===== src/sv/cmad_ram.sv =====
// cmad_ram: generic single-write, single-read memory with registered read data
// no package dependency
`default_nettype none

module cmad_ram #(
   parameter int WIDTH = 16,
   parameter int DEPTH = 64,
   localparam int AW = (DEPTH > 1) ? $clog2(DEPTH) : 1
) (
   input  wire logic             clock,
   input  wire logic             wr_en,
   input  wire logic [AW-1:0]    wr_addr,
   input  wire logic [WIDTH-1:0] wr_data,
   input  wire logic             rd_en,
   input  wire logic [AW-1:0]    rd_addr,
   output logic      [WIDTH-1:0] rd_data
);

   logic [WIDTH-1:0] mem_ff [DEPTH];

   // write port
   always_ff @(posedge clock) begin
      if (wr_en) begin
         mem_ff[wr_addr] <= wr_data;
      end
   end

   // registered read port
   always_ff @(posedge clock) begin
      if (rd_en) begin
         rd_data <= mem_ff[rd_addr];
      end
   end

endmodule

`default_nettype wire


===== config.mk =====
export PLATFORM = sky130hd
export DESIGN_NAME = cmad_ram
export DESIGN_NICKNAME = d
export VERILOG_FILES = /design/src/sv/cmad_ram.sv
export SDC_FILE = /design/constraint.sdc
export NUM_CORES = 1
export LEC_CHECK = 0
export BUFFER_PORTS_ARGS = -buffer_cell sky130_fd_sc_hd__buf_2
export CAP_MARGIN = 15
export CORE_AREA = 5 5 385 312
export CTS_CLUSTER_SIZE = 40
export DETAILED_ROUTE_END_ITERATION = 8
export DIE_AREA = 0 0 390 317
export PLACE_DENSITY_LB_ADDON = 0.1
export SYNTH_ARGS = -nofsm -noshare
export SYNTH_HDL_FRONTEND = slang
export SYNTH_SLANG_ARGS = --single-unit

===== constraint.sdc =====
create_clock -name clock -period 2.23 [get_ports clock]
set_input_delay 0.1115 -clock clock [delete_from_list [all_inputs] [get_ports clock]]
set_output_delay 0.1115 -clock clock [all_outputs]
set_load 0.02 [all_outputs]

# Yosys cells after proc, flatten, opt, wreduce, memory -nomap -nowiden
# Memories as Yosys holds them, arrays and structs flattened. A register that Yosys moved wholly into a read port is not among the register bits.
# Index checks and enable logic that the tools add are counted.
op_classes:
  n_mux: 2
op_table:
  columns: ["cell", "count"]
  rows:
  - ["$mux 1", 2]
word_totals:
  output_inout_bits: 16
  ram_bits: 1024
  regBits: 0
  memories: 1
memory_table:
  columns: ["memory", "words", "width", "read_ports", "rd_clocked_by_memory_dff", "wr", "line", "text"]
  rows:
  - ["mem_ff", 64, 16, 1, 1, 1, "19", "logic [WIDTH-1:0] mem_ff [DEPTH];"]

# Depth between registers and ports, before layout
# Gate-level depths: netlist of the first run.
depth:
  ltp_word: 2
  mapped_depth: 10
  depth_no_buf: 5

# Worst setup path after synthesis of the first run
# No wires, ideal clock.
synth_path:
  path_kind: "in2reg"
  startpoint: "input wr_addr[3]"
  endpoint: "memory mem_ff[48][0] (enable)"
  arrival_time_ns: 1.737
  path_slack_ns: 0.084
  path_stages: 4
  required_time_ns: 1.821
  setup_ns: 0.409
  path_cell_list: "clkbuf_1 nor2b_1 nand4b_1 nor3_1"
synth_rtl:
  columns: ["element", "line", "text"]
  rows:
  - ["from (decl)", "12", "input wire logic [AW-1:0] wr_addr,"]
  - ["to (decl)", "19", null]
# No word-level cell before the write port.

==> out/qor.csv, run 1 <==
metric;value;unit
outcome;finished clean;
Hold Violations, Final;0;
clk slew on worst S/H paths;0.06;ns
pwr dens;890;mW/mm^2
area delta synth->final;20.1;%
Slew headroom;41.7;%
DR WL/cell;29.9;um
layout cells sized above 1;32.9;%
syn_nets;1860;
Total GRT Usage;18.5;%
Hold Path Class;input pin to flop;
CTS tree;built;
First DRT Iteration DRCs;1956;
max_cap viols;0;
Max H-tree Level;3;
total grt overflow;0;
Slew Viols, Final;0;
count of final setup violators;0;
Crit Reg-Reg Startpoint;mem_ff[15][2];
synthesized cell area;0.0402;sq mm
Setup WS pre-CTS;-0.398;ns
Yosys cell types;42;
CTS Buf Count;109;
register area;0.0312;sq mm
fin crit period;2.13;ns
Ports;47;
worst path bufs/invs;0;
RD Place Congestion;0.796;
DP HPWL;72100;um
Crit-path slowest cell;mux4_2;
sequence of cells on the critical path;mux4_2 > mux2_2 > nand2_1 > nand4_1 > and4_1;
initial antenna violation count;17;
unrepaired setup endpoints after global routing;false;
vias in the first global route;20323;
Clock Tree Buf Depth;3;
CP max FO;1;
num rows;112;
Final Cycle Share;95.6;%
net count reported at finish;2199;
Std-Cell Core Area;0.116;sq mm
fmax;0.469;GHz
Worst Tran Pin Value;0.874;ns
die width;390;um
CP max stage delay;0.54;ns
Synth Register Bits;1040;
Yosys warnings;0;
portion of the post-synthesis area used by sequential elements;77.7;%
post-CTS setup-driven buffer insertion count;0;
Critical Path Source;mem_ff[15][2];
area of the multi-input gates;0.00826;sq mm
drt pass-1 iters;5;
Tot Pwr;43000;uW
worst skew pair latency;0.70;ns
die footprint;0.124;sq mm
initial core utilization;34.8;%
cells after synthesis;1829;
commonest non-fill, non-tap cell in the layout;edfxtp_1;
total number of vias;20118;
Sink Count;1040;
min setup slack post-route;0.0984;ns
CTS root buf;clkbuf_16;
Placed Area;0.0444;sq mm
DRC;0;
commonest cells after routing, fill and taps aside;edfxtp_1, mux4_2, buf_4, clkbuf_16, mux2i_1;
Fillers;10126;
WP data required;2.68;ns
WL final;114000;um
Vias/cell;5.28;
CP arrival;2.58;ns
first-pass GRT wire length;160000;um
post-route setup TNS;0;ns
Final Util;41.8;%
dominant register cell in the synthesized netlist;edfxtp_1;
HP Start;wr_data[4];
Setup CP Type;flop to flop;
Syn Area/Cell;22.0;sq um
asr flop ratio synth;0;%
worst vdd ir;0.568;mV
Port Buffers;46;
Die Y;317;um
Clock Skew;0.0230;ns
family with the most delay on the worst path;multiplexers;
post-route ant nets;0;
Setup crit start kind;flop;
Worst Setup End Kind;flop;
Final Cell Area;0.0483;sq mm
Pleak;0.0156;uW
Post-synth EDFFs;1040;
largest net degree at the start of global routing;65;
-- where the power goes --
part | leakage, uW | switching (uW) | total (uW) | internal (uW)
Clock | 0.00180 | 7570 | 18700 | 11200
Sequential | 0.00937 | 87.4 | 21800 | 21700
Combinational | 0.00439 | 1480 | 2450 | 976
Total | 0.0156 | 9130 | 43000 | 33800
-- area by class of cell --
cell class	instances	share of cell area, %
diodes	6	0.0311
repair buffers	332	6.52
multi-input cells	685	17.1
clock inverters	79	1.81
flip-flops and latches	1040	64.7
well taps	1539	3.99
clock buffers	127	5.88
-- timing repair --
| item | 4_1_cts | 5_1_grt |
|---|---|---|
| endpoints found under the setup margin | 0 | 4 |
| gates resized for setup | 0 | 4 |
| endpoints found under the hold margin | 229 | 0 |
| hold buffers | 13 | 0 |
-- layer usage --
layer / GRT usage (%) / part of all wire, % / vias to the layer above
li1: - / - / 8416
met3: 4.92 / 8.0 / 131
met4: 3.45 / 1.7 / 2
met1: 28.9 / 48 / 10913
met5: 0 / 0.011 / -
met2: 26.1 / 42 / 656
-- final timing paths --
| check | to | slack, ns | cells past startpoint |
|---|---|---|---|
| worst max-delay path | rd_data[2] | 0.1 | 5 |
| worst min-delay path | mem_ff[25][4] | 0.08 | 1 |
| worst max register to register | rd_data[2] | 0.1 | 5 |
| worst min register to register | rd_data[10] | 0.95 | 4 |
-- cell usage after synthesis (all sizes together) (3+ instances only) --
cell type	number	area share, %
nand4	12	0.19
nand2	60	0.58
nor2	74	0.70
a31oi	8	0.12
a22oi	39	0.73
nand3	24	0.30
o21ai	8	0.10
a41oi	5	0.11
a221o	6	0.15
mux2i	85	2.1
a221oi	16	0.35
clkbuf	27	0.27
a22o	6	0.13
edfxtp	1040	78
nor4	3	0.093
nand2b	3	0.047
nor2b	30	0.47
a211o	8	0.17
mux4	224	13
a21oi	17	0.21
and4	5	0.11
a211oi	8	0.15
mux2	27	0.76
buf	77	1.6
a311oi	8	0.17
-- sequential cells by signal, indices dropped and copies added, names as in the netlist --
register / cells
mem_ff: 1024
rd_data: 16
-- logic make-up after synthesis --
kind of cell | Yosys count | synth area share, %
simple gates | 220 | 2.64
mux | 336 | 15.5
buf+inv | 104 | 1.82
compound gates | 129 | 2.40
flops | 1040 | 77.7
-- through the flow --
step	instances	hold WS (ns)
after floorplan	1829	0.210
after global placement	3583	0.519
after CTS	3802	0.0432
after detailed placement	3583	0.535
after global routing	3802	0.0712
final	3808	0.0809
(Power assumes the default switching activity.)
==> run 2: changes to the inputs <==
- RECOVER_POWER: default -> 50
==> run 2 against run 1 <==
Compared with the run above: the flow now finishes with violations (max-capacitance violations, max-slew violations); setup slack barely moved; register-to-register slack barely moved; hold slack improved by 0.024 ns; cell area fell by 0.27%; die area did not move; critical path depth fell by 2; routed wire length barely moved; flip-flop and latch count did not move; first-iteration DRC count fell by 3.0%; critical path type is now input pin to flop; critical endpoint is now mem_ff[43][15]; largest power group unchanged.
==> out/qor.csv, run 2 (synthesized netlist as in run 1, its figures left out) <==
metric;value;unit;change
outcome;finished with violations;;
failing checks;max-capacitance violations, max-slew violations;;
max_cap viols;11;;+11
First DRT Iteration DRCs;1898;;-3.0%
Max H-tree Level;3;;unchanged
Port Buffers;46;;unchanged
CP arrival;2.47;ns;-0.11 ns
fin crit period;2.13;ns;+0.00000490 ns
unrepaired setup endpoints after global routing;false;;
first-pass GRT wire length;160000;um;unchanged
commonest non-fill, non-tap cell in the layout;edfxtp_1;;
drt pass-1 iters;5;;unchanged
initial antenna violation count;20;;+3
die width;390;um;unchanged
Critical Path Source;wr_data[15];;
Die Y;317;um;unchanged
Worst Setup End Kind;flop;;
Total GRT Usage;18.5;%;unchanged
Largest register FFs;1024;;unchanged
Fillers;10162;;+0.36%
Pleak;0.0155;uW;-0.59%
WHS;0.105;ns;+0.0243 ns
Hold Path Class;input pin to flop;;
Ports;47;;unchanged
worst vdd ir;0.567;mV;about the same
Worst Tran Pin Value;2.02;ns;+1.15 ns
family with the most delay on the worst path;buffers and inverters;;
Hold Violations, Final;0;;unchanged
met2 wire len;48200;um;-0.35%
CTS root buf;clkbuf_16;;
area delta synth->final;19.8;%;
sequence of cells on the critical path;dlygate4sd3_1 > clkbuf_1 > buf_2;;
worst path bufs/invs;3;;+3
Crit-path slowest cell;buf_2;;
Setup crit start kind;input pin;;
CP max stage delay;0.93;ns;+0.39 ns
layout cells sized above 1;31.9;%;-1.0 points
vias in the first global route;20323;;unchanged
Most flops, register;mem_ff;;
count of final setup violators;0;;unchanged
DRC;0;;unchanged
DRT met1 WL;54200;um;-0.69%
WP data required;2.57;ns;-0.11 ns
CTS Buf Count;109;;unchanged
Sink Count;1040;;unchanged
total number of vias;20120;;+0.0099%
HP Start;wr_addr[2];;
post-route ant nets;0;;unchanged
fmax;0.469;GHz;about the same
Final Util;41.7;%;-0.11 points
Clock Skew;0.0234;ns;+0.000360 ns
initial core utilization;34.8;%;unchanged
num rows;112;;unchanged
commonest cells after routing, fill and taps aside;edfxtp_1, mux4_2, buf_4, clkbuf_16, mux2i_1;;
largest net degree at the start of global routing;65;;unchanged
DR WL/cell;29.9;um;about the same
CTS tree;built;;
DP HPWL;72100;um;unchanged
worst skew pair latency;0.70;ns;about the same
metal3 WL;9660;um;+6.3%
net count reported at finish;2199;;unchanged
die footprint;0.124;sq mm;unchanged
top routing layer in use;met5;;
total grt overflow;0;;unchanged
Final Cycle Share;95.6;%;about the same
Crit Reg-Reg Startpoint;mem_ff[14][2];;
Slew Viols, Final;416;;+416
Vias/cell;5.28;;about the same
Largest regs;mem_ff (1024), rd_data (16);;
pwr dens;892;mW/mm^2;+0.23%
CP max FO;40;;+39
Setup CP Type;input pin to flop;;
RD Place Congestion;0.796;;unchanged
clk slew on worst S/H paths;0.06;ns;about the same
Std-Cell Core Area;0.116;sq mm;unchanged
dpl cells;3583;;unchanged
fin cells;3809;;+0.026%
WL final;114000;um;about the same
Clock Tree Buf Depth;3;;unchanged
Slew headroom;-34.9;%;-77 points
[run 2: changes by cell type in the layout (fill, tap and decap cells not counted)]
cell and change:
buf_4 -27, clkbuf_2 +22, clkbuf_1 +21, buf_2 -14, buf_12 -2, nor3_1 +2, nor3_2 -2, diode_2 +1
[run 2: per-stage QoR]
stage | setup TNS (ns) | power [uW] | instance area [sq um] | setup WS, ns
global placement | -3.54 | 24600 | 44400 | -0.372
detailed placement | -3.61 | 24600 | 44400 | -0.398
global route | 0 | 44500 | 48100 | 0.0229
CTS | 0 | 43500 | 48300 | 0.00173
floorplan | 0 | 23300 | 40200 | 0.0837
finish | 0 | 43000 | 48200 | 0.0984
[run 2: final cells by class]
class	count	area [sq um]	area share, %
multi-input combinational	685	8250	17.1
timing repair buffer	332	3030	6.28
clock buffer	127	2840	5.89
tap	1539	1930	4.00
sequential	1040	31200	64.8
antenna	7	17.5	0.0364
clock inverter	79	872	1.81
[run 2: power breakdown]
| group | total, uW | switching [uW] | internal (uW) |
|---|---|---|---|
| registers | 21800 | 88.8 | 21700 |
| logic | 2430 | 1480 | 952 |
| clock network | 18700 | 7550 | 11200 |
| total | 43000 | 9120 | 33800 |
[run 2: worst paths after layout]
kind	to	slack, ns	depth (start not counted)
max	mem_ff[43][15]	0.1	3
min	mem_ff[50][15]	0.11	3
max reg2reg	rd_data[2]	0.11	5
min reg2reg	rd_data[10]	0.97	4
[run 2: layer usage]
metal / GRT usage, % / up-vias
met5: 0 / -
met4: 3.45 / 2
li1: - / 8415
met2: 26.1 / 696
met3: 4.92 / 128
met1: 28.9 / 10879
[run 2: timing repair]
action	4_1_cts	5_1_grt
setup buffers	0	0
setup endpoints to repair	0	4
hold endpoints to repair	229	0
hold buffers	13	0
resized for setup	0	4
[run 2: worst min-delay path, cell delays in order]
cell and delay (ns):
buf_2 0.23, nand2b_1 0.17, nor2_1 0.10
==> run 3: changes to the inputs <==
- clock period: 2.23 -> 2.49 ns (I/O delays scaled with it)
==> run 3 against run 2 <==
Compared with the run above: the flow still finishes with violations (max-capacitance violations, max-slew violations); routed wire length fell by 2.9%; cell area fell by 2.2%; sequential share of layout area rose by 1.5 points.
==> out/qor.csv, run 3 (synthesized netlist as in run 1, its figures left out) <==
metric;value;unit;change
initial antenna violation count;13;;-35%
CTS tree;built;;
RD Place Congestion;0.804;;+1.1%
post-cts hold buffer count;10;;-3
Crit Reg-Reg Startpoint;mem_ff[23][1];;
fin crit period;2.39;ns;
DP HPWL;71100;um;-1.3%
commonest cells after routing, fill and taps aside;edfxtp_1, mux4_2, buf_4, clkbuf_16, mux2i_1;;
total number of vias;19838;;-1.4%
initial core utilization;34.8;%;unchanged
Largest regs;mem_ff (1024), rd_data (16);;
Std-Cell Core Area;0.116;sq mm;unchanged
Pint;28900;uW;-14%
WL final;111000;um;-2.9%
Final Util;40.7;%;-0.94 points
die width;390;um;unchanged
commonest non-fill, non-tap cell in the layout;edfxtp_1;;
DRC;0;;unchanged
pwr dens;786;mW/mm^2;-12%
CTS root buf;clkbuf_16;;
CP max FO;1;;-98%
failing checks;max-capacitance violations, max-slew violations;;
Net Sw Power;8050;uW;-12%
Critical Path Source;mem_ff[23][1];;
Final Cell Area;0.0471;sq mm;-2.2%
First DRT Iteration DRCs;1984;;+4.5%
Seq pwr share;52.7;%;+2.0 points
clk slew on worst S/H paths;0.06;ns;about the same
Setup crit start kind;flop;;
drt pass-1 iters;5;;unchanged
Slew Viols, Final;345;;-17%
worst skew pair latency;0.71;ns;about the same
fmax;0.418;GHz;
post-route ant nets;0;;unchanged
reg2reg path depth;6;;+1
Slew headroom;-38.0;%;-3.1 points
total grt overflow;0;;unchanged
Vias/cell;5.26;;-0.38%
num rows;112;;unchanged
Ports;47;;unchanged
post-route setup TNS;0;ns;unchanged
Most flops, register;mem_ff;;
Worst Tran Pin Value;2.07;ns;+0.0467 ns
Critical Path End;rd_data[1];;
Hold Violations, Final;0;;unchanged
Pleak;0.0150;uW;-3.2%
area delta synth->final;17.1;%;
Final Cycle Share;96.0;%;
Hold Path Class;input pin to flop;;
combinational group share of total power;5.7;%;about the same
worst vdd ir;0.479;mV;-16%
largest net degree at the start of global routing;65;;unchanged
Clock Tree Buf Depth;3;;unchanged
post-CTS setup-driven buffer insertion count;0;;unchanged
Sink Count;1040;;unchanged
Total GRT Usage;17.9;%;-0.54 points
CTS Buf Count;110;;+0.92%
WP data required;2.91;ns;+0.34 ns
DR WL/cell;29.3;um;-1.9%
unrepaired setup endpoints after global routing;false;;
first-pass GRT wire length;156000;um;-2.6%
Largest register FFs;1024;;unchanged
CP arrival;2.81;ns;+0.34 ns
Setup CP Type;flop to flop;;
reg2reg setup slack;0.1;ns;about the same
Max H-tree Level;3;;unchanged
outcome;finished with violations;;
net count reported at finish;2167;;-1.5%
Port Buffers;46;;unchanged
layout cells sized above 1;28.8;%;-3.1 points
Clock Skew;0.0156;ns;-0.00782 ns
vias in the first global route;20266;;-0.28%
Placed Area;0.0438;sq mm;-1.4%
Sw Share;21.8;%;+0.53 points
Die Y;317;um;unchanged
Worst Setup End Kind;flop;;
clock group share of total power;41.5;%;-2.1 points
die footprint;0.124;sq mm;unchanged
post-CTS sizing;0;;unchanged
max_cap viols;13;;+2
Tot Pwr;37000;uW;-14%
worst flop-to-flop path endpoint;rd_data[1];;
count of final setup violators;0;;unchanged
run 3: power groups by stage:
stage          Sequential, uW  Combinational [uW]  Clock (uW)
6_report                19500                2120       15400
5_1_grt                 19500                2270       16600
4_1_cts                 19500                2190       15800
3_5_place_dp            19800                2170           0
3_3_place_gp            19800                2150           0
2_1_floorplan           19800                1000           0
run 3: worst min-delay path by stage:
| stage | from | to | slack, ns | depth (start not counted) |
|---|---|---|---|---|
| 4_1_cts | wr_data[9] | mem_ff[6][9] | 0.0003 | 1 |
| 3_5_place_dp | rd_data[6] | rd_data[6] | 0.65 | 1 |
| 3_3_place_gp | rd_data[6] | rd_data[6] | 0.63 | 1 |
| 5_1_grt | rd_addr[5] | rd_data[9] | 0.16 | 4 |
| 2_1_floorplan | wr_data[0] | mem_ff[0][0] | 0.22 | 0 |
| 6_report | rd_addr[5] | rd_data[11] | 0.20 | 4 |
run 3: layer usage:
layer  track usage, %  up-vias  wire length, um
met1             26.6    10792            51500
met2             26.9      565            49300
met5                0        -               23
met4             3.72        4             2020
met3             4.58      128             7730
li1                 -     8349                -
run 3: through the flow:
| step | hold WS [ns] | instances | setup WS [ns] |
|---|---|---|---|
| after CTS | 0.000263 | 3764 | 0.0499 |
| final | 0.203 | 3770 | 0.0984 |
| after detailed placement | 0.648 | 3553 | -0.246 |
| after global routing | 0.164 | 3764 | 0.00809 |
| after floorplan | 0.223 | 1829 | 0.331 |
| after global placement | 0.632 | 3553 | -0.243 |
run 3: final cells by class:
type / count / area (sq um)
tap: 1539 / 1930
sequential: 1040 / 31200
timing repair buffer: 299 / 2300
antenna: 6 / 15.0
multi-input combinational: 685 / 8240
clock buffer: 127 / 2900
fill: 10292 / 68500
clock inverter: 74 / 458
run 3: critical path, stage by stage (launching register included):
cell and delay, ns:
edfxtp_1 0.36, mux4_2 0.47, mux2i_1 0.51, a22oi_1 0.31, a31oi_1 0.26, buf_4 0.15
a311oi_1 0.04
