**src/sv/cmad_pkg.sv**
```systemverilog
// cmad_pkg: constants, widths and the divider request/response types
// shared by the cascaded moving-average detrend block; no dependencies
`default_nettype none

package cmad_pkg;

   // window lengths
   localparam int SMOOTH_LEN = 50;
   localparam int CENTER_LEN = 500;

   // field widths
   localparam int SAMPLE_W   = 16;
   localparam int SMOOTHED_W = 24;
   localparam int CENTERED_W = 25;

   // running sums
   localparam int RAW_SUM_W = 22;
   localparam int SM_SUM_W  = 33;

   // window addressing and fill counts
   localparam int RAW_AW = (SMOOTH_LEN > 1) ? $clog2(SMOOTH_LEN) : 1;
   localparam int SM_AW  = (CENTER_LEN > 1) ? $clog2(CENTER_LEN) : 1;
   localparam int RAW_FW = $clog2(SMOOTH_LEN + 1);
   localparam int SM_FW  = $clog2(CENTER_LEN + 1);

   // shared divider: signed dividend, unsigned divisor
   localparam int DIV_W   = SM_SUM_W + 1;
   localparam int MAG_W   = DIV_W - 1;
   localparam int MAX_LEN = (SMOOTH_LEN > CENTER_LEN) ? SMOOTH_LEN : CENTER_LEN;
   localparam int DVS_W   = $clog2(MAX_LEN + 1);
   localparam int CNT_W   = $clog2(MAG_W + 1);

   typedef struct packed {
      logic                    start;
      logic signed [DIV_W-1:0] dividend;
      logic        [DVS_W-1:0] divisor;
   } div_req_type;

   typedef struct packed {
      logic                    done;
      logic signed [DIV_W-1:0] quotient;
   } div_rsp_type;

endpackage

`default_nettype wire

```
**src/sv/cmad_div.sv**
```systemverilog
// cmad_div: iterative signed-by-unsigned divider, one quotient bit per cycle,
// quotient truncated toward zero; depends on cmad_pkg
`default_nettype none

module cmad_div
   import cmad_pkg::*;
(
   input  wire logic        clock,
   input  wire logic        reset,
   input  wire div_req_type req,
   output div_rsp_type      rsp
);

   logic             busy_ff, busy_in;
   logic             done_ff, done_in;
   logic             neg_ff, neg_in;
   logic [CNT_W-1:0] cnt_ff, cnt_in;
   logic [MAG_W-1:0] quo_ff, quo_in;
   logic [DVS_W-1:0] rem_ff, rem_in;
   logic [DVS_W-1:0] dvs_ff, dvs_in;

   logic [DIV_W-1:0] mag_full;
   logic [DVS_W:0]   trial;
   logic [DVS_W:0]   diff;
   logic             fits;
   logic [DIV_W-1:0] quo_ext;

   // one restoring step
   always_comb begin
      mag_full = req.dividend[DIV_W-1] ? (-req.dividend) : req.dividend;
      trial    = {rem_ff, quo_ff[MAG_W-1]};
      diff     = trial - {1'b0, dvs_ff};
      fits     = (trial >= {1'b0, dvs_ff});
   end

   // next state
   always_comb begin
      busy_in = busy_ff;
      done_in = 1'b0;
      neg_in  = neg_ff;
      cnt_in  = cnt_ff;
      quo_in  = quo_ff;
      rem_in  = rem_ff;
      dvs_in  = dvs_ff;
      if (req.start) begin
         busy_in = 1'b1;
         neg_in  = req.dividend[DIV_W-1];
         cnt_in  = CNT_W'(MAG_W);
         quo_in  = mag_full[MAG_W-1:0];
         rem_in  = '0;
         dvs_in  = req.divisor;
      end else if (busy_ff) begin
         quo_in = {quo_ff[MAG_W-2:0], fits};
         rem_in = fits ? diff[DVS_W-1:0] : trial[DVS_W-1:0];
         cnt_in = cnt_ff - CNT_W'(1);
         if (cnt_ff == CNT_W'(1)) begin
            busy_in = 1'b0;
            done_in = 1'b1;
         end
      end
   end

   always_ff @(posedge clock) begin
      if (reset) begin
         busy_ff <= 1'b0;
         done_ff <= 1'b0;
      end else begin
         busy_ff <= busy_in;
         done_ff <= done_in;
      end
      neg_ff <= neg_in;
      cnt_ff <= cnt_in;
      quo_ff <= quo_in;
      rem_ff <= rem_in;
      dvs_ff <= dvs_in;
   end

   // restore the sign
   always_comb begin
      quo_ext      = {1'b0, quo_ff};
      rsp.done     = done_ff;
      rsp.quotient = neg_ff ? (-quo_ext) : quo_ext;
   end

endmodule

`default_nettype wire

```
**config.mk**
```make
export PLATFORM = sky130hd
export DESIGN_NAME = cmad_div
export DESIGN_NICKNAME = d
export VERILOG_FILES = /design/src/sv/cmad_pkg.sv /design/src/sv/cmad_div.sv
export SDC_FILE = /design/constraint.sdc
export NUM_CORES = 1
export LEC_CHECK = 0
export ABC_AREA = 1
export ABC_CLOCK_PERIOD_IN_PS = 2600
export BUFFER_PORTS_ARGS = -buffer_cell sky130_fd_sc_hd__buf_4
export CORE_MARGIN = 5
export CORE_UTILIZATION = 40
export CTS_BUF_LIST = sky130_fd_sc_hd__clkbuf_8 sky130_fd_sc_hd__clkbuf_16
export DETAILED_ROUTE_END_ITERATION = 7
export PLACE_DENSITY = 0.69
export SKIP_CTS_REPAIR_TIMING = 1
export SYNTH_ARGS = -nofsm -noshare
export SYNTH_HDL_FRONTEND = slang
export SYNTH_SLANG_ARGS = --single-unit
```
**constraint.sdc**
```tcl
create_clock -name clock -period 2.6 [get_ports clock]
set_input_delay 0.52 -clock clock [delete_from_list [all_inputs] [get_ports clock]]
set_output_delay 0.52 -clock clock [all_outputs]
set_load 0.05 [all_outputs]
```
== Yosys cells after proc, flatten, opt, wreduce, memory -nomap -nowiden ==
Cells that the tools add are included.
W data, S select, Z words.
Word-level totals
  register bits: 60
  bits in latches: 0
  RAM bits: 0
  memory bits (read-only): 0
  bits of input ports: 46
  output and inout port bits: 35
  memories: 0
Operators by class
  add/sub/neg operators: 4
  $mul: 0
  divide/modulo/power cells: 0
  order comparisons: 1
  equality and inequality tests: 1
  shift operators: 0
  mux-type cells: 9
  bitwise operators: 1
  reduce and logical (&&, ||, !) cells: 2
Operator list (number)
  $mux W33: 3
  $mux W34: 1
  $neg A33 Y34: 1
  $neg A33 Y33: 1
  $ge A10 B9 Y1: 1
  $mux W9: 1
  $sub A9 B9 Y9: 1
  $eq A6 B1 Y1 const B: 1
  $sub A6 B1 Y6 const B: 1
  $mux W1: 4
  $reduce_or A3 Y1: 1
  $reduce_bool A2 Y1: 1
  $not A1 Y1: 1

== Longest topological paths before layout ==
Gate-level depths: netlist (run 1).
  word-level depth: 4
  mapped depth: 13
  mapped depth without buffers: 13

== Worst setup path after synthesis (run 1) ==
No wires, ideal clock.
  path kind: flip-flop to output port
  start: register neg_ff
  end: output rsp[1] (netlist name)
  arrival: 1.928 ns
  setup slack: 0.152 ns
  stages on the path, launching flop included: 4
  buffers on the path: 2
  cells stage by stage: edfxtp_1 buf_2 buf_2 o21ai_0
RTL lines
  start: declaration: line cmad_div.sv:16  | logic neg_ff, neg_in;
  start signal: assignment: line cmad_div.sv:71  | neg_ff <= neg_in;
  end: declaration: line cmad_div.sv:11  | output div_rsp_type rsp

==> results.yml, run 1 <==
synth:
  synth_largest_area_cell: "edfxtp_1"
  synth_top_area_frac: 0.2609
  yosys-top-cells-area: "edfxtp_1 26%, nand2_1 14%, nor2_1 7.1%"
  yosysUniqueCellTypes: 44
  synthesis.nets: 775
  synth_area_per_cell_um2: 6.923
  syn_inst: 715
  ys_seq_area_frac: 0.3296
  synth_area_um2: 4950
  ys_ff_latch: 60
  yosys_warnings: 0
placement:
  place_congestion: 0.9267
  portBuffers: 80
  postPlaceCellArea_um2: 5725
  place_hpwl_um: 10480
  placedCellCount: 952
floorplan:
  row_count: 40
  die_h_um: 121.2
  die_x_um: 121.2
  ios: 81
  start_util: 0.4104
  coreArea_um2: 12060
  dieArea_um2: 14700
routing:
  dr.first_iter.drc_count: 338
  viasPerCell: 4.898
  ant_nets: 0
  vias: 4776
  wl_per_cell_um: 13.70
  dr.pass1.iters: 5
  routed_wl_um: 13360
  route.detailed.drc: 0
sta:
  worst_pin_slew_ns: 0.6817
  drv_slew: 0
  skew_ns: 0.006762
  worst_hold_slack_ns: 0.3632
  rsz0062_at_grt: "yes"
  hold_viol: 0
  post-route-period-util: 0.9917
  clock.fmax_ghz: 0.3879
  slew_headroom: 0.5439
  setup_viol: 0
  period_minus_slack_ns: 2.578
clock_network:
  root_buffer: "clkbuf_16"
  numClockSinks: 60
  clk_pin_slew_worst_paths_ns: 0.05
  clk_latency_ns: 0.32
  cts_tree: "built"
  ctsLongestPathBuffers: 2
  cts_made_buffers: 9
  cts.htree.levels: 3
setup_path:
  worstSetupPathType: "reg -> out"
  r2r_slack_ns: 0.48
  reg2regPathDepth: 12
  start_kind: "register"
  rr_endpoint: "quo_ff[0]$_DFFE_PP_"
  timing.rr.start: "quo_ff[32]$_DFFE_PP_"
  arrival_ns: 2.06
  crit_fanout: 4
  crit_path_start: "quo_ff[9]$_DFFE_PP_"
  worstPathRequired_ns: 2.08
  endpoint_kind: "primary output"
  setup.worst_path.end: "rsp[25]"
cells_and_area:
  antenna_cells: 0
  drive_gt1_frac: 0.2045
  nNetsFinal: 862
  n_fill_cell: 1193
  utilization: 0.5078
  fin_cells: 975
  finalInstanceArea_um2: 6125
  area_growth_pct: 23.74
grt:
  grt_usage: 0.1822
  gr-total-overflow: 0
  grt_pass1_vias: 4439
  grt_antenna_before_repair: 0
  grt_pass1_wl_um: 21590
  grt_max_degree: 47
power_and_ir_drop:
  vdd_drop_max_v: 0.0003296
  power_leakage_nw: 2.795
  p_per_area_nw_per_um2: 584.5
  finalPower_mw: 3.580
hold_path:
  min_from: "reset"
  hold_class: "in -> reg"
flow_run:
  maxCapViolCount: 0
run_status:
  outcome: "finished, final reports clean"
[per-layer routing]
metal,up-vias,share of wire,GRT usage
met5,-,0,0
li1,2502,-,-
met4,0,0.018,0.06232
met2,147,0.41,0.2636
met3,18,0.059,0.02844
met1,2109,0.51,0.2742
[layout make-up]
type                       instances  area [um^2]  share of cell area
sequential                        60         1632              0.2664
multi-input combinational        551         2959              0.4831
tap                              168        210.2             0.03432
clock buffer                       9        225.2             0.03677
inverter                          86        322.8             0.05271
timing repair buffer              94        716.9              0.1171
clock inverter                     7        58.81            0.009602
[placed cells by master (no fill, tap or decap), types with 3 or more instances in the layout]
master     Yosys  layout
a21oi_1       19      19
a31oi_1        5       5
buf_4          3      91
buf_6          0       3
clkbuf_16      0       9
clkinv_2       0       3
dfxtp_1       17      17
edfxtp_1      43      43
ha_1          13      12
inv_1         78      78
inv_2          8      10
nand2_1      181     181
nand2_2        5       5
nand2_4        3       3
nand3_1       64      62
nand3_2        4       6
nand3b_1       5       5
nand4_1       10      10
nor2_1        93      89
nor2_2        12      14
nor2_4         5       7
nor3_1         5       4
o21ai_0       41      41
o21ai_1       20      19
xnor2_1       11      11
xor2_1        35      35
[worst min-delay path by stage]
stage | endpoint | slack (ns) | cells past startpoint
floorplan | cnt_ff[2]$_SDFFE_PP0P_ | 0.44 | 1
global placement | rem_ff[5]$_SDFFE_PP0P_ | 0.46 | 2
detailed placement | rem_ff[7]$_SDFFE_PP0P_ | 0.46 | 2
CTS | done_ff$_SDFF_PP0_ | 0.35 | 2
global route | dvs_ff[2]$_DFFE_PP_ | 0.36 | 1
finish | done_ff$_SDFF_PP0_ | 0.36 | 2
[cell families after synthesis]
| logic type | after synthesis | synth area share |
|---|---|---|
| buffers and inverters | 104 | 0.08291 |
| adder cells (fa/ha/maj) | 14 | 0.03691 |
| AO/OA/AOI/OAI | 94 | 0.1041 |
| XOR/XNOR | 46 | 0.08139 |
| AND/OR/NAND/NOR | 397 | 0.3650 |
| flip-flops | 60 | 0.3296 |
[flip-flops by register name (all words and copies together), names as in the netlist]
register / flops
quo_ff: 33
busy_ff: 1
cnt_ff: 6
done_ff: 1
neg_ff: 1
dvs_ff: 9
rem_ff: 9
[where the power goes]
group	internal, mW	leakage [nW]	switching, mW	total [mW]
Sequential	1.14	0.574	0.0962	1.23
Clock	0.728	0.152	0.406	1.13
Combinational	0.396	2.07	0.817	1.21
Total	2.26	2.80	1.32	3.58
[stage by stage]
step / setup TNS (ns) / setup WS, ns
floorplan: 0 / 0.1516
global placement: 0 / 0.3319
detailed placement: 0 / 0.3192
CTS: -0.1024 / -0.03925
global route: -0.09380 / -0.04025
finish: 0 / 0.02171
[worst max-delay path, cell delays in order (launching register included)]
cell and delay (ns):
edfxtp_1 0.50, nor2_1 0.19, nand2_1 0.12, nor2_4 0.16, nand3_4 0.13, nand2_4 0.11, nand2_4 0.05, nor2_2 0.10
xor2_1 0.16, buf_4 0.22
[cell usage after synthesis (all sizes together)]
| master | instances |
|---|---|
| nor3b | 1 |
| or2 | 3 |
| xor2 | 35 |
| o21ai | 62 |
| buf | 11 |
| a21boi | 1 |
| nand3 | 70 |
| dfxtp | 17 |
| o21a | 1 |
| clkbuf | 7 |
| nor4 | 2 |
| fa | 1 |
| nor2 | 110 |
| a21oi | 21 |
| o21bai | 2 |
| a31oi | 5 |
| o31ai | 1 |
| nor3 | 6 |
| nand3b | 5 |
| nand2 | 189 |
| xnor2 | 11 |
| edfxtp | 43 |
| nand4 | 10 |
| and3 | 1 |
| inv | 86 |
| ha | 13 |
| o211ai | 1 |
No activity file was read; power rests on OpenSTA's default activity.
==> run 2, diff against run 1 <==
==> constraint.sdc (replaced) <==
create_clock -name clock -period 2.6 [get_ports clock]
set_input_delay 0.65 -clock clock [delete_from_list [all_inputs] [get_ports clock]]
set_output_delay 0.65 -clock clock [all_outputs]
set_load 0.05 [all_outputs]
==> run 2 against run 1 <==
  * The flow now finishes with violations (negative setup slack)
  * Total power grew 1.5%
  * Sequential power is essentially flat
  * Maximum frequency shrank 3.5%
  * Largest cell class unchanged
  * Critical path depth shrank 2
  * Sequential share of layout area shrank 0.88 points
  * Via count grew 3.0%
  * Worst setup slack lost 0.094 ns
  * Core utilization grew 1.7 points
  * Hold slack gained 0.10 ns
  * First-iteration DRC count grew 29%
  * Highest routed layer unchanged
==> results.yml, run 2 (synthesis gave the netlist of run 1 again) <==
setup_path:
  crit_fanout: 5
  worstPathRequired_ns: 1.95
  cpMostUsedCell: "a21oi_1"
  endpoint_kind: "primary output"
  crit_path_start: "quo_ff[7]$_DFFE_PP_"
  arrival_ns: 2.02
  timing.rr.start: "quo_ff[32]$_DFFE_PP_"
  path_cells: "nor2_1 > nand2_2 > nor2_4 > a21oi_1 > a21oi_1 > xor2_1 > buf_4"
  path_delay_family: "flip-flops"
  worstSetupPathType: "reg -> out"
  cp_num_buf_inv: 1
  start_kind: "register"
  critical-path-max-stage-delay_ns: 0.51
  cp_slowest_cell: "edfxtp_1"
cells_and_area:
  largest_reg_flops: 33
  utilization: 0.5252
  antenna_cells: 0
  drive_gt1_frac: 0.2351
  area_growth_pct: 27.98
  layout.cells.most_common_list: "178 x nand2_1, 100 x buf_4, 81 x nor2_1, 75 x inv_1, 61 x nand3_1"
  largest_registers: "quo_ff (33), dvs_ff (9), rem_ff (9)"
  top_register: "quo_ff"
  final_common_cell: "nand2_1"
  nNetsFinal: 876
routing:
  viasPerCell: 4.972
  dr.first_iter.drc_count: 436
  route.detailed.drc: 0
  dr.pass1.iters: 6
  vias: 4917
  wl_per_cell_um: 13.72
  routed_wl_um: 13570
  ant_nets: 0
sta:
  clock.fmax_ghz: 0.3742
  period_minus_slack_ns: 2.672
  setup_viol: 5
  skew_ns: 0.005618
  rsz0062_at_grt: "yes"
  post-route-period-util: 1.028
  hold_viol: 0
  fin_ws_ns: -0.07228
  slew_headroom: 0.5064
  drv_slew: 0
  worst_pin_slew_ns: 0.7377
flow_run:
  maxCapViolCount: 0
power_and_ir_drop:
  power_leakage_nw: 2.890
  vdd_drop_max_v: 0.0003270
  power_frac_clock: 0.309
  p_int_mw: 2.290
  p_per_area_nw_per_um2: 573.5
  comb_power_share: 0.351
  pwr-share-seq: 0.339
  finalPower_mw: 3.633
  swShare: 0.3697
  switchingPower_mw: 1.343
hold_path:
  min_from: "rem_ff[5]$_SDFFE_PP0P_"
  hold_class: "reg -> reg"
run_status:
  outcome: "finished, violations left"
  violations: "negative setup slack"
floorplan:
  coreArea_um2: 12060
  row_count: 40
  ios: 81
  die_h_um: 121.2
  dieArea_um2: 14700
  die_x_um: 121.2
  start_util: 0.4104
clock_network:
  clk_pin_slew_worst_paths_ns: 0.05
  cts.htree.levels: 3
  root_buffer: "clkbuf_16"
  numClockSinks: 60
  ctsLongestPathBuffers: 2
  cts_made_buffers: 9
  clk_latency_ns: 0.33
  cts_tree: "built"
placement:
  portBuffers: 80
  place_hpwl_um: 10460
  place_congestion: 0.9342
grt:
  grt_antenna_before_repair: 0
  gr-total-overflow: 0
  grt_pass1_vias: 4352
  grt_usage: 0.1827
  grt_max_degree: 37
  grt_pass1_wl_um: 21480
run 2: cell count changes in the layout (fill, tap and decap cells not counted), moves of 3 or more:
cell,change
nor2_2,+5
nor2_4,+3
buf_4,+9
nand2_1,-3
buf_6,+3
nor2_1,-8
inv_1,-3
run 2: tightest hold or removal path, cell delays in order (launching register included):
cell and delay, ns:
dfxtp_1 0.32, nand2_1 0.06, nand2_1 0.04
run 2: path summary, 6_finish.rpt:
check                                              end  cells past startpoint  slack, ns
worst min register to register  rem_ff[5]$_SDFFE_PP0P_                      2       0.46
worst max-delay path                           rsp[17]                      7      -0.07
worst max register to register     quo_ff[0]$_DFFE_PP_                     12       0.33
worst min-delay path            rem_ff[5]$_SDFFE_PP0P_                      2       0.46
run 2: per-layer routing:
layer | GRT usage | vias up | part of all wire
met3 | 0.03170 | 19 | 0.071
met2 | 0.2522 | 163 | 0.41
met4 | 0.06793 | 0 | 0.019
met1 | 0.2810 | 2203 | 0.50
met5 | 0 | - | 0
li1 | - | 2532 | -
run 2: layout make-up:
class,instances,area (um^2)
Multi-Input combinational cell,551,3022
Clock buffer,11,264.0
Fill cell,1196,5727
Inverter,86,322.8
Sequential cell,60,1632
Tap cell,168,210.2
Timing Repair Buffer,108,858.3
Clock inverter,5,26.28
run 2: metrics by stage:
stage / TNS, ns / instance area, um^2 / instances / worst slack, ns / hold WS, ns
finish: -0.1400 / 6335 / 989 / -0.07228 / 0.4635
global route: -1.685 / 6335 / 989 / -0.1367 / 0.4777
CTS: -1.445 / 6063 / 971 / -0.1725 / 0.4650
detailed placement: 0 / 5773 / 955 / 0.1859 / 0.4558
global placement: 0 / 5773 / 955 / 0.2413 / 0.4538
floorplan: 0 / 4950 / 715 / 0.02159 / 0.4435
run 2: power by group through the flow:
stage                     combinational (mW)  clock, mW  sequential [mW]
after floorplan                        0.822          0             1.22
after global placement                  1.18          0             1.24
after detailed placement                1.19          0             1.24
after CTS                               1.19       1.15             1.22
after global routing                    1.38       1.20             1.24
final                                   1.28       1.12             1.23
==> run 3, diff against run 2 <==
--- a/config.mk
+++ b/config.mk
@@ -12,6 +12,7 @@
 export CORE_UTILIZATION = 40
 export CTS_BUF_LIST = sky130_fd_sc_hd__clkbuf_8 sky130_fd_sc_hd__clkbuf_16
 export DETAILED_ROUTE_END_ITERATION = 7
+export MAX_ROUTING_LAYER = met4
 export PLACE_DENSITY = 0.69
 export SKIP_CTS_REPAIR_TIMING = 1
 export SYNTH_ARGS = -nofsm -noshare
==> run 3 against run 2 <==
  * Sequential power is essentially flat
  * Core utilization is essentially flat
  * Critical path depth is the same
  * Clock power about the same
  * Flip-flop and latch count unchanged
  * Via count is 0.10% lower
  * Maximum frequency is 1.0% higher
  * The flow still finishes with violations (negative setup slack)
  * Highest routed layer unchanged
  * Total power about the same
==> results.yml, run 3 (synthesis gave the netlist of run 1 again) <==
routing:
  vias: 4912
  dr.first_iter.drc_count: 463
  ant_nets: 0
  viasPerCell: 4.967
  route.detailed.drc: 0
  wl_per_cell_um: 13.66
  dr.pass1.iters: 5
  routed_wl_um: 13510
flow_run:
  maxCapViolCount: 0
setup_path:
  cpMostUsedCell: "a21oi_1"
  worstPathRequired_ns: 1.95
  arrival_ns: 1.99
  path_cells: "nor2_1 > nand2_2 > nor2_4 > a21oi_1 > a21oi_1 > xor2_1 > buf_4"
  start_kind: "register"
  reg2regPathDepth: 12
  endpoint_kind: "primary output"
  worstSetupPathType: "reg -> out"
  cp_slowest_cell: "edfxtp_1"
  critical-path-max-stage-delay_ns: 0.52
  crit_fanout: 5
cells_and_area:
  register_area_um2: 1632
  layout.cells.most_common_list: "178 x nand2_1, 101 x buf_4, 81 x nor2_1, 75 x inv_1, 61 x nand3_1"
  drive_gt1_frac: 0.2351
  largest_registers: "quo_ff (33), dvs_ff (9), rem_ff (9)"
  top_register: "quo_ff"
  finalInstanceArea_um2: 6331
  fin_cells: 989
  multi_input_area_um2: 3022
  nNetsFinal: 876
  area_growth_pct: 27.91
  largest_reg_flops: 33
  n_fill_cell: 1197
  antenna_cells: 0
  final_common_cell: "nand2_1"
run_status:
  violations: "negative setup slack"
  outcome: "finished, violations left"
hold_path:
  hold_class: "reg -> reg"
  whs_path_depth: 2
grt:
  busiest_layer: "met1"
  grt_max_degree: 37
  grt_usage: 0.1874
  met1_usage: 0.2836
  grt_antenna_before_repair: 0
  grt_pass1_wl_um: 21460
  grt_use_met2: 0.2529
  grt_pass1_vias: 4348
  grt_use_met3: 0.02890
  gr-total-overflow: 0
placement:
  post-place-ws_ns: 0.1859
  portBuffers: 80
  place_hpwl_um: 10460
  placedCellCount: 955
  postPlaceCellArea_um2: 5773
  place_congestion: 0.9509
clock_network:
  numClockSinks: 60
  cts_tree: "built"
  clk_latency_ns: 0.33
  clk_pin_slew_worst_paths_ns: 0.05
  cts_made_buffers: 9
  root_buffer: "clkbuf_16"
  ctsLongestPathBuffers: 2
  cts.htree.levels: 3
floorplan:
  coreArea_um2: 12060
  die_x_um: 121.2
  die_h_um: 121.2
  row_count: 40
  dieArea_um2: 14700
  ios: 81
  start_util: 0.4104
power_and_ir_drop:
  power_frac_clock: 0.310
  vdd_drop_max_v: 0.0003245
  p_per_area_nw_per_um2: 573.8
  power_leakage_nw: 2.889
  switchingPower_mw: 1.343
  pwr-share-seq: 0.339
  p_int_mw: 2.290
  swShare: 0.3697
  comb_power_share: 0.351
  finalPower_mw: 3.633
sta:
  worst_hold_slack_ns: 0.4623
  rsz0062_at_grt: "yes"
  setup_viol: 5
  worst_pin_slew_ns: 0.7338
  fin_ws_ns: -0.04475
  clock.fmax_ghz: 0.3781
  skew_ns: 0.007493
  slew_headroom: 0.5090
  drv_slew: 0
  post-route-period-util: 1.017
  hold_viol: 0
  period_minus_slack_ns: 2.645
[run 3: final timing paths]
| path | slack, ns | startpoint | end |
|---|---|---|---|
| min reg2reg | 0.46 | rem_ff[5]$_SDFFE_PP0P_ | rem_ff[5]$_SDFFE_PP0P_ |
| max | -0.04 | quo_ff[7]$_DFFE_PP_ | rsp[17] |
| max reg2reg | 0.32 | quo_ff[32]$_DFFE_PP_ | quo_ff[0]$_DFFE_PP_ |
| min | 0.46 | rem_ff[5]$_SDFFE_PP0P_ | rem_ff[5]$_SDFFE_PP0P_ |
[run 3: area by class of cell]
cell class	instances	area share
Tap cell	168	0.03320
Timing Repair Buffer	108	0.1350
Inverter	86	0.05099
Clock buffer	11	0.04170
Multi-Input combinational cell	551	0.4773
Clock inverter	5	0.004150
Sequential cell	60	0.2577
[run 3: power by group through the flow]
stage / Clock [mW] / Combinational [mW] / Sequential [mW]
finish: 1.12 / 1.28 / 1.23
floorplan: 0 / 0.822 / 1.22
CTS: 1.15 / 1.19 / 1.22
detailed placement: 0 / 1.19 / 1.24
global route: 1.19 / 1.38 / 1.24
global placement: 0 / 1.18 / 1.24
[run 3: layer usage]
layer | vias up | part of all wire
met5 | - | 0
met4 | 0 | 0.017
met2 | 156 | 0.42
met3 | 15 | 0.061
li1 | 2533 | -
met1 | 2208 | 0.51
[run 3: through the flow]
stage | util | setup TNS (ns)
finish | 0.5249 | -0.1257
global route | 0.5249 | -1.650
CTS | 0.5027 | -1.445
detailed placement | 0.4786 | 0
global placement | 0.4786 | 0
floorplan | - | 0
[run 3: worst max-delay path, delay by kind of cell, from the launching register on]
kind / cells / cell delay, ns
compound gates: 2 / 0.30
flops: 1 / 0.52
xor+xnor: 1 / 0.22
simple gates: 3 / 0.39
buf+inv: 1 / 0.24
